==> src/rtl/csc_pkg.sv <==
// shared types and constants for the countdown/stopwatch controller
// no dependencies
`timescale 1ns / 1ps

package csc_pkg;

    localparam int ENTRY_MAX_DEF = 12;
    localparam logic [15:0] ALARM_RESET = 16'd2000;
    localparam logic [26:0] TOTAL_RESET = 27'd300000;
    localparam logic [39:0] DAY_MS = 40'd86400000;
    localparam logic [40:0] VALUE_CAP = 41'h100_0000_0000;

    localparam logic [2:0] PH_IDLE = 3'd0;
    localparam logic [2:0] PH_RUN = 3'd1;
    localparam logic [2:0] PH_PAUSED = 3'd2;
    localparam logic [2:0] PH_FINISHED = 3'd3;
    localparam logic [2:0] PH_SETTING = 3'd4;
    localparam logic [2:0] PH_SW_IDLE = 3'd5;
    localparam logic [2:0] PH_SW_RUN = 3'd6;
    localparam logic [2:0] PH_SW_PAUSED = 3'd7;

    localparam logic [7:0] K_ESC = 8'd27;
    localparam logic [7:0] K_LF = 8'd10;
    localparam logic [7:0] K_CR = 8'd13;
    localparam logic [7:0] K_DEL = 8'd127;
    localparam logic [7:0] K_BS = 8'd8;
    localparam logic [7:0] K_ETX = 8'd3;
    localparam logic [7:0] K_EOT = 8'd4;

    // parser status between top and parser
    typedef struct packed {
        logic        done;
        logic        ok;
        logic [26:0] value;
    } parse_res_t;

    function automatic logic [40:0] cap41(input logic [46:0] v);
        cap41 = (v > 47'(VALUE_CAP)) ? VALUE_CAP : v[40:0];
    endfunction

endpackage

==> src/rtl/csc_parser.sv <==
// duration parser: walks the entry one character per cycle
// depends on csc_pkg
`timescale 1ns / 1ps

module csc_parser #(
    parameter int ENTRY_MAX = csc_pkg::ENTRY_MAX_DEF,
    parameter int CW = $clog2(ENTRY_MAX + 1)
) (
    input  logic                     clk,
    input  logic                     rst_n,
    input  logic                     start,
    input  logic [CW-1:0]            count,
    input  logic [ENTRY_MAX-1:0][7:0] chars,
    output csc_pkg::parse_res_t      res
);

    typedef enum logic [2:0] {
        S_IDLE = 3'b001,
        S_WALK = 3'b010,
        S_FIN  = 3'b100
    } pstate_t;

    pstate_t     state_reg, state_next;
    logic [CW-1:0] idx_reg, idx_next;
    logic [40:0] total_reg, total_next, seg_reg, seg_next;
    logic [1:0]  colons_reg, colons_next, dots_reg, dots_next, frac_reg, frac_next;
    logic        any_reg, any_next, bad_reg, bad_next;
    logic        done_reg, done_next, ok_reg, ok_next;
    logic [26:0] val_reg, val_next;
    logic [7:0]  c;
    logic [3:0]  dig;
    logic [40:0] fin;

    always_comb
    begin
        c = chars[idx_reg[$clog2(ENTRY_MAX)-1:0]];
        dig = c[3:0];
        fin = csc_pkg::cap41(47'(total_reg) * 47'd60 + 47'(seg_reg));
    end

    always_comb
    begin
        state_next = state_reg;
        idx_next = idx_reg;
        total_next = total_reg;
        seg_next = seg_reg;
        colons_next = colons_reg;
        dots_next = dots_reg;
        frac_next = frac_reg;
        any_next = any_reg;
        bad_next = bad_reg;
        done_next = 1'b0;
        ok_next = ok_reg;
        val_next = val_reg;
        unique case (state_reg)
            S_IDLE:
            begin
                if (start)
                begin
                    idx_next = '0;
                    total_next = '0;
                    seg_next = '0;
                    colons_next = '0;
                    dots_next = '0;
                    frac_next = '0;
                    any_next = 1'b0;
                    bad_next = (count == '0);
                    state_next = (count == '0) ? S_FIN : S_WALK;
                end
            end
            S_WALK:
            begin
                if (c >= "0" && c <= "9")
                begin
                    any_next = 1'b1;
                    if (dots_reg == 2'd0)
                        seg_next = csc_pkg::cap41(47'(seg_reg) * 47'd10 + 47'(dig) * 47'd1000);
                    else if (dots_reg == 2'd1 && frac_reg < 2'd3)
                    begin
                        seg_next = csc_pkg::cap41(47'(seg_reg) + 47'(dig) *
                            ((frac_reg == 2'd0) ? 47'd100 : (frac_reg == 2'd1) ? 47'd10 : 47'd1));
                        frac_next = frac_reg + 2'd1;
                    end
                end
                else if (c == ".")
                begin
                    if (dots_reg < 2'd2)
                        dots_next = dots_reg + 2'd1;
                end
                else if (c == ":")
                begin
                    if (colons_reg >= 2'd2)
                        bad_next = 1'b1;
                    total_next = fin;
                    seg_next = '0;
                    dots_next = '0;
                    frac_next = '0;
                    colons_next = colons_reg + 2'd1;
                end
                else
                    bad_next = 1'b1;
                idx_next = idx_reg + CW'(1);
                if (bad_next || idx_next == count)
                    state_next = S_FIN;
            end
            S_FIN:
            begin
                done_next = 1'b1;
                ok_next = !bad_reg && any_reg && fin != '0 && 40'(fin) <= csc_pkg::DAY_MS
                    && fin[40] == 1'b0;
                val_next = fin[26:0];
                state_next = S_IDLE;
            end
            default: state_next = S_IDLE;
        endcase
    end

    always_ff @(posedge clk or negedge rst_n)
    begin
        if (!rst_n)
        begin
            state_reg <= S_IDLE;
            done_reg <= 1'b0;
        end
        else
        begin
            state_reg <= state_next;
            done_reg <= done_next;
        end
    end

    always_ff @(posedge clk)
    begin
        idx_reg <= idx_next;
        total_reg <= total_next;
        seg_reg <= seg_next;
        colons_reg <= colons_next;
        dots_reg <= dots_next;
        frac_reg <= frac_next;
        any_reg <= any_next;
        bad_reg <= bad_next;
        ok_reg <= ok_next;
        val_reg <= val_next;
    end

    assign res.done = done_reg;
    assign res.ok = ok_reg;
    assign res.value = val_reg;

endmodule

==> src/rtl/countdown_stopwatch_controller.sv <==
// countdown timer / stopwatch controller, top level
// a tick or key passes S_APPLY, S_EXPIRE and S_OUT; enter also walks the entry in S_PARSE
// one transaction at a time: no new tick or key is accepted until the result is taken
// reset: asynchronous active low; 5 min countdown, idle, alarm interval 2000
// depends on csc_pkg, csc_parser
`timescale 1ns / 1ps

module countdown_stopwatch_controller #(
    parameter int ENTRY_MAX = csc_pkg::ENTRY_MAX_DEF
) (
    input  logic        clk,
    input  logic        rst_n,
    input  logic        in_valid,
    output logic        in_ready,
    input  logic        req_type,
    input  logic [7:0]  key_code,
    output logic        out_valid,
    input  logic        out_ready,
    output logic        mode_now,
    output logic [2:0]  phase_code,
    output logic [31:0] time_ms,
    output logic        beep,
    output logic        quit_request,
    output logic        entry_bad,
    output logic [3:0]  entry_length,
    input  logic        cfg_we,
    input  logic [15:0] cfg_wdata
);

    localparam int CW = $clog2(ENTRY_MAX + 1);
    localparam int IW = $clog2(ENTRY_MAX);

    typedef enum logic [4:0] {
        S_IDLE   = 5'b00001,
        S_APPLY  = 5'b00010,
        S_PARSE  = 5'b00100,
        S_EXPIRE = 5'b01000,
        S_OUT    = 5'b10000
    } state_t;

    state_t      state_reg, state_next;
    logic [15:0] alarm_int_reg;
    logic        mode_reg;
    logic [2:0]  phase_reg;
    logic [26:0] total_reg;
    logic [31:0] base_reg, run_reg;
    logic [15:0] alarm_reg;
    logic [ENTRY_MAX-1:0][7:0] chars_reg;
    logic [CW-1:0] count_reg;
    logic        err_reg;
    logic        req_reg;
    logic [7:0]  key_reg;
    logic        beep_reg, quit_reg;
    logic [31:0] time_val;
    logic        pstart;
    csc_pkg::parse_res_t pres;

    logic        running;
    logic [32:0] sum;
    logic [31:0] elapsed;
    logic        is_digit;

    function automatic logic quit_w();
        quit_w = req_reg && (key_reg == "q" || key_reg == "Q"
            || key_reg == csc_pkg::K_ETX || key_reg == csc_pkg::K_EOT);
    endfunction

    csc_parser #(.ENTRY_MAX(ENTRY_MAX), .CW(CW)) u_parser (
        .clk(clk), .rst_n(rst_n), .start(pstart), .count(count_reg),
        .chars(chars_reg), .res(pres)
    );

    always_comb
    begin
        running = phase_reg == csc_pkg::PH_RUN || phase_reg == csc_pkg::PH_SW_RUN;
        sum = {1'b0, base_reg} + {1'b0, run_reg};
        elapsed = running ? (sum[32] ? 32'hFFFF_FFFF : sum[31:0]) : base_reg;
        is_digit = key_reg >= "0" && key_reg <= "9";
        state_next = state_reg;
        pstart = 1'b0;
        unique case (state_reg)
            S_IDLE:   if (in_valid) state_next = S_APPLY;
            S_APPLY:
            begin
                if (req_reg && phase_reg == csc_pkg::PH_SETTING
                    && (key_reg == csc_pkg::K_LF || key_reg == csc_pkg::K_CR)
                    && !quit_w())
                begin
                    pstart = 1'b1;
                    state_next = S_PARSE;
                end
                else
                    state_next = S_EXPIRE;
            end
            S_PARSE:  if (pres.done) state_next = S_EXPIRE;
            S_EXPIRE: state_next = S_OUT;
            S_OUT:    if (out_ready) state_next = S_IDLE;
            default:  state_next = S_IDLE;
        endcase
    end

    always_ff @(posedge clk or negedge rst_n)
    begin
        if (!rst_n)
        begin
            state_reg <= S_IDLE;
            alarm_int_reg <= csc_pkg::ALARM_RESET;
            mode_reg <= 1'b0;
            phase_reg <= csc_pkg::PH_IDLE;
            total_reg <= csc_pkg::TOTAL_RESET;
            base_reg <= '0;
            run_reg <= '0;
            alarm_reg <= '0;
            count_reg <= '0;
            err_reg <= 1'b0;
            beep_reg <= 1'b0;
            quit_reg <= 1'b0;
        end
        else
        begin
            state_reg <= state_next;
            if (cfg_we)
                alarm_int_reg <= cfg_wdata;
            unique case (state_reg)
                S_IDLE:
                begin
                    beep_reg <= 1'b0;
                    quit_reg <= 1'b0;
                end
                S_APPLY:
                begin
                    if (!req_reg)
                    begin
                        if (running && run_reg != 32'hFFFF_FFFF)
                            run_reg <= run_reg + 32'd1;
                        if (phase_reg == csc_pkg::PH_FINISHED)
                        begin
                            if (alarm_reg >= alarm_int_reg)
                            begin
                                beep_reg <= 1'b1;
                                alarm_reg <= '0;
                            end
                            else
                                alarm_reg <= alarm_reg + 16'd1;
                        end
                    end
                    else if (quit_w())
                        quit_reg <= 1'b1;
                    else if (phase_reg == csc_pkg::PH_SETTING)
                    begin
                        if (key_reg == csc_pkg::K_ESC)
                        begin
                            count_reg <= '0;
                            err_reg <= 1'b0;
                            phase_reg <= csc_pkg::PH_IDLE;
                        end
                        else if (key_reg == csc_pkg::K_DEL || key_reg == csc_pkg::K_BS)
                        begin
                            if (count_reg != '0)
                                count_reg <= count_reg - CW'(1);
                            err_reg <= 1'b0;
                        end
                        else if (is_digit || key_reg == ":" || key_reg == ".")
                        begin
                            if (count_reg < CW'(ENTRY_MAX))
                                count_reg <= count_reg + CW'(1);
                            err_reg <= 1'b0;
                        end
                    end
                    else
                    begin
                        case (key_reg)
                            " ", "p", "P":
                            begin
                                run_reg <= '0;
                                case (phase_reg)
                                    csc_pkg::PH_IDLE, csc_pkg::PH_PAUSED:
                                        phase_reg <= csc_pkg::PH_RUN;
                                    csc_pkg::PH_SW_IDLE, csc_pkg::PH_SW_PAUSED:
                                        phase_reg <= csc_pkg::PH_SW_RUN;
                                    csc_pkg::PH_RUN:
                                    begin
                                        base_reg <= elapsed;
                                        phase_reg <= csc_pkg::PH_PAUSED;
                                    end
                                    csc_pkg::PH_SW_RUN:
                                    begin
                                        base_reg <= elapsed;
                                        phase_reg <= csc_pkg::PH_SW_PAUSED;
                                    end
                                    csc_pkg::PH_FINISHED:
                                    begin
                                        base_reg <= '0;
                                        phase_reg <= csc_pkg::PH_IDLE;
                                    end
                                    default: ;
                                endcase
                            end
                            "n", "N":
                            begin
                                if (!mode_reg)
                                begin
                                    run_reg <= '0;
                                    count_reg <= '0;
                                    err_reg <= 1'b0;
                                    phase_reg <= csc_pkg::PH_SETTING;
                                end
                            end
                            "s", "S":
                            begin
                                base_reg <= '0;
                                run_reg <= '0;
                                phase_reg <= mode_reg ? csc_pkg::PH_SW_IDLE : csc_pkg::PH_IDLE;
                            end
                            "m", "M":
                            begin
                                mode_reg <= !mode_reg;
                                base_reg <= '0;
                                run_reg <= '0;
                                phase_reg <= mode_reg ? csc_pkg::PH_IDLE : csc_pkg::PH_SW_IDLE;
                            end
                            default: ;
                        endcase
                    end
                end
                S_PARSE:
                begin
                    if (pres.done)
                    begin
                        if (pres.ok)
                        begin
                            total_reg <= pres.value;
                            base_reg <= '0;
                            run_reg <= '0;
                            phase_reg <= csc_pkg::PH_IDLE;
                        end
                        else
                            err_reg <= 1'b1;
                    end
                end
                S_EXPIRE:
                begin
                    // expiry check, skipped for quit keys
                    if (!quit_reg && !mode_reg && running && elapsed >= 32'(total_reg))
                    begin
                        base_reg <= 32'(total_reg);
                        run_reg <= '0;
                        phase_reg <= csc_pkg::PH_FINISHED;
                        alarm_reg <= '0;
                        beep_reg <= 1'b1;
                    end
                end
                S_OUT: ;
                default: ;
            endcase
        end
    end

    // payload registers
    always_ff @(posedge clk)
    begin
        if (state_reg == S_IDLE && in_valid)
        begin
            req_reg <= req_type;
            key_reg <= key_code;
        end
        if (state_reg == S_APPLY && req_reg && !quit_w() && phase_reg == csc_pkg::PH_SETTING
            && (is_digit || key_reg == ":" || key_reg == ".") && count_reg < CW'(ENTRY_MAX))
            chars_reg[count_reg[IW-1:0]] <= key_reg;
    end

    // time output computed once the state settles
    always_comb
    begin
        if (mode_reg)
            time_val = elapsed;
        else
            time_val = (elapsed < 32'(total_reg)) ? 32'(total_reg) - elapsed : 32'd0;
    end

    assign in_ready = state_reg == S_IDLE;
    assign out_valid = state_reg == S_OUT;
    assign mode_now = mode_reg;
    assign phase_code = phase_reg;
    assign time_ms = time_val;
    assign beep = beep_reg;
    assign quit_request = quit_reg;
    assign entry_bad = err_reg;
    assign entry_length = 4'(count_reg);

endmodule

==> config.mk <==
export PLATFORM = sky130hd
export DESIGN_NAME = countdown_stopwatch_controller
export DESIGN_NICKNAME = d
export VERILOG_FILES = /design/src/rtl/csc_pkg.sv /design/src/rtl/csc_parser.sv /design/src/rtl/countdown_stopwatch_controller.sv
export SDC_FILE = /design/constraint.sdc
export NUM_CORES = 1
export LEC_CHECK = 0
export BUFFER_PORTS_ARGS = -buffer_cell sky130_fd_sc_hd__clkbuf_2
export CORE_ASPECT_RATIO = 0.6
export CORE_UTILIZATION = 61
export CTS_CLUSTER_SIZE = 12
export DETAILED_ROUTE_END_ITERATION = 10
export PLACE_DENSITY_LB_ADDON = 0.2
export SLEW_MARGIN = 20
export SYNTH_ARGS = -nofsm -noshare
export SYNTH_HDL_FRONTEND = slang
export SYNTH_SLANG_ARGS = --single-unit
==> constraint.sdc <==
create_clock -name clk -period 24 [get_ports clk]
set_input_delay 0 -clock clk [delete_from_list [all_inputs] [get_ports clk]]
set_output_delay 0 -clock clk [all_outputs]
set_load 0.02 [all_outputs]
==> impl_metrics.py <==
metrics = {
    "power_and_ir_drop": {
        "power.sequential.fraction": 0.384,
        "netSwitchingPower_uw": 705,
        "pwr_density_cell_nw_per_um2": 55.4,
        "p_leak_uw": 0.0155,
        "internal-power_uw": 1280,
        "share_comb_of_total_power": 0.309,
        "clock_power_frac": 0.306,
        "power.ir.vdd_worst_mv": 0.0574,
        "report.power.total_uw": 1980,
        "swShare": 0.355,
    },
    "clock_network": {
        "cts_htree_levels": 2,
        "cts_inserted_buffers": 39,
        "cts.sinks": 370,
        "cts_tree": "done",
        "clock_path_buffers": 3,
        "worstSkewPairLatency_ps": 600,
        "clock_tree.root_cell": "clkbuf_16",
        "clock_transition_at_the_register_clock_pins_on_the_worst_setup_and_hold_paths_after_cts_ps": 70,
        "cts_setup_buffers": 0,
        "post_cts_hold_buffer_count": 54,
        "post_cts_resize_count": 0,
    },
    "detailed_routing": {
        "wl_met2_mm": 37.2,
        "wirelength_met1_mm": 44.7,
        "avgRoutedWirePerCell_um": 21.9,
        "routed-wl-met3_mm": 11.8,
        "drt-total-wl_mm": 95.2,
        "drt_iter0_markers": 3551,
        "vias": 28422,
        "drcViolationCount": 0,
        "top_signal_layer_used": "met4",
        "ant_nets": 0,
        "detailedRoute.firstPassIterationCount": 6,
        "drt-vias-per-instance": 6.53,
    },
    "sta": {
        "final_min_period_over_clock_period": 0.357,
        "f_max_mhz": 117,
        "whs_ps": 42.3,
        "grt_setup_unrepaired": "false",
        "worst_pin_slew_ps": 1150,
        "hold_viol_final": 0,
        "timing.final.setup_violations": 0,
        "clock_skews_ps": 46.5,
        "slew_violations": 0,
        "maxSlewHeadroom": 0.231,
        "timing.final.crit_period_ps": 8570,
        "setup-tns-final_ps": 0,
    },
    "yosys": {
        "synthesis.area_per_instance_sq_um": 9.31,
        "async_flop_share": 0.386,
        "netlist_area_sq_um": 33000,
        "synth_fp_nets": 3986,
        "yosys.cell_types.count": 108,
        "synthFlopType": "edfxtp_1",
        "yosys_warnings": 0,
        "seq_cells_post_synth": 370,
        "cells_after_synthesis": 3543,
        "edff_count_synth": 227,
        "ys_seq_area_frac": 0.316,
    },
    "floorplan": {
        "dieWidth_um": 302,
        "initial_utilization": 0.623,
        "floorplan.die_area_sq_um": 55000,
        "die_h_um": 182,
        "row_count": 65,
        "floorplan.core_area_sq_um": 52900,
        "floorplan.io_pins": 75,
    },
    "worst_setup_path": {
        "cp.arrival_ps": 8980,
        "worstSetupPathType": "flop to flop",
        "cp-startpoint": "u_parser.total_reg[0]$_SDFFCE_PN0P_",
        "startpoint_type": "flop",
        "setup.worst_path.end_class": "flop",
        "worstPathBufferInverterCount": 3,
        "worst_path_largest_cell_delay_ps": 590,
        "regToRegStartpoint": "u_parser.total_reg[0]$_SDFFCE_PN0P_",
        "critical_path.max_fanout": 51,
        "critical_path.slowest_cell": "fa_1",
        "cp_top_family": "compound AO/OA/AOI/OAI gates",
        "worstPathRequired_ps": 24410,
        "critical_path.most_common_cell": "a21oi_1",
    },
    "final_layout": {
        "layout_commonest_cell": "ha_1",
        "antenna_cells_inserted": 0,
        "max_ffs_per_register": 96,
        "area_growth_from_synthesis_to_layout_pct": 8.48,
        "most-common-layout-cells": "307 x ha_1, 300 x inv_1, 269 x nor2_1, 254 x nand2_1, 247 x a21oi_1",
        "share_of_cells_above_drive_strength_1": 0.0876,
        "final_nets": 4064,
    },
    "global_route": {
        "vias_in_the_first_global_route": 26736,
        "grt.overflow.total": 0,
        "antenna_found_initial": 0,
        "global_route.usage.total": 0.345,
        "grt_start_max_net_pins": 86,
        "global_route_wire_length_before_repair_mm": 150,
    },
    "placement": {
        "io_buffer_count": 74,
        "routabilityCongestion": 1.01,
        "dp_hpwl_mm": 72.0,
    },
    "job": {
        "max-cap-violations": 0,
    },
    "status": {
        "status": "finished, final reports clean",
    },
    "hold_path": {
        "hold_class": "input pin to asynchronous set/reset pin",
    },
}
[synth_stat cells (62+ instances only)]
| cell | instances | area share |
|---|---|---|
| inv_1 | 300 | 0.034 |
| a21o_1 | 104 | 0.024 |
| dfrtp_1 | 127 | 0.096 |
| xnor2_1 | 146 | 0.039 |
| nand3_1 | 74 | 0.011 |
| nor2_1 | 271 | 0.031 |
| a21oi_1 | 247 | 0.037 |
| nor3_1 | 87 | 0.013 |
| o21ai_0 | 188 | 0.029 |
| xor2_1 | 99 | 0.026 |
| ha_1 | 307 | 0.12 |
| fa_1 | 106 | 0.064 |
| nand2_1 | 254 | 0.029 |
| edfxtp_1 | 227 | 0.21 |
| and3_1 | 62 | 0.012 |
| clkbuf_1 | 92 | 0.010 |
[cell type report]
| type | count | area, sq um |
|---|---|---|
| inverter | 302 | 1130 |
| sequential | 370 | 10400 |
| tap | 703 | 880 |
| clock inverter | 9 | 131 |
| clock buffer | 63 | 1100 |
| fill | 4069 | 17200 |
| multi-input combinational | 2758 | 21000 |
| timing repair buffer | 150 | 1100 |
[power by group through the flow]
stage               Combinational [uW]  Sequential, uW  Clock (uW)
floorplan                          440             755           0
global placement                   561             771           0
global route                       667             767         635
CTS                                594             761         610
finish                             614             762         607
detailed placement                 583             773           0
[routing by layer]
metal	vias to the layer above	global-route usage
li1	13034	-
met3	115	0.0879
met1	13736	0.553
met2	1537	0.463
met4	0	0.0646
met5	-	0
[cell families after synthesis]
family          Yosys count  synth area share
xor+xnor                246            0.0656
fa+ha+maj               413             0.181
buf+inv                 415            0.0488
mux                      97            0.0367
compound gates          944             0.189
flops                   370             0.316
simple gates           1058             0.163
[final timing paths]
check,to,slack (ps),cells past startpoint
worst max-delay path,u_parser.total_reg[23]$_SDFFCE_PN0P_,15430,31
worst min-delay path,quit_request$_DFFE_PN0P_,40,2
worst max register to register,u_parser.total_reg[23]$_SDFFCE_PN0P_,15430,31
worst min register to register,total_reg[16]$_DFFE_PN0P_,480,1
max in group asynchronous,run_reg[1]$_DFFE_PN0P_,22670,3
min in group clk,alarm_int_reg[2]$_DFFE_PN0P_,100,2
[through the flow]
step                      setup WS, ps  cell area [sq um]  utilization  instances
after floorplan                  16040              33000            -       3543
after global placement           15910              34000        0.641       4228
after detailed placement         15720              34000        0.642       4228
after CTS                        15730              35700        0.675       4354
after global routing             15020              35800        0.676       4355
final                            15430              35800        0.676       4355
No activity file was read; power rests on OpenSTA's default activity.
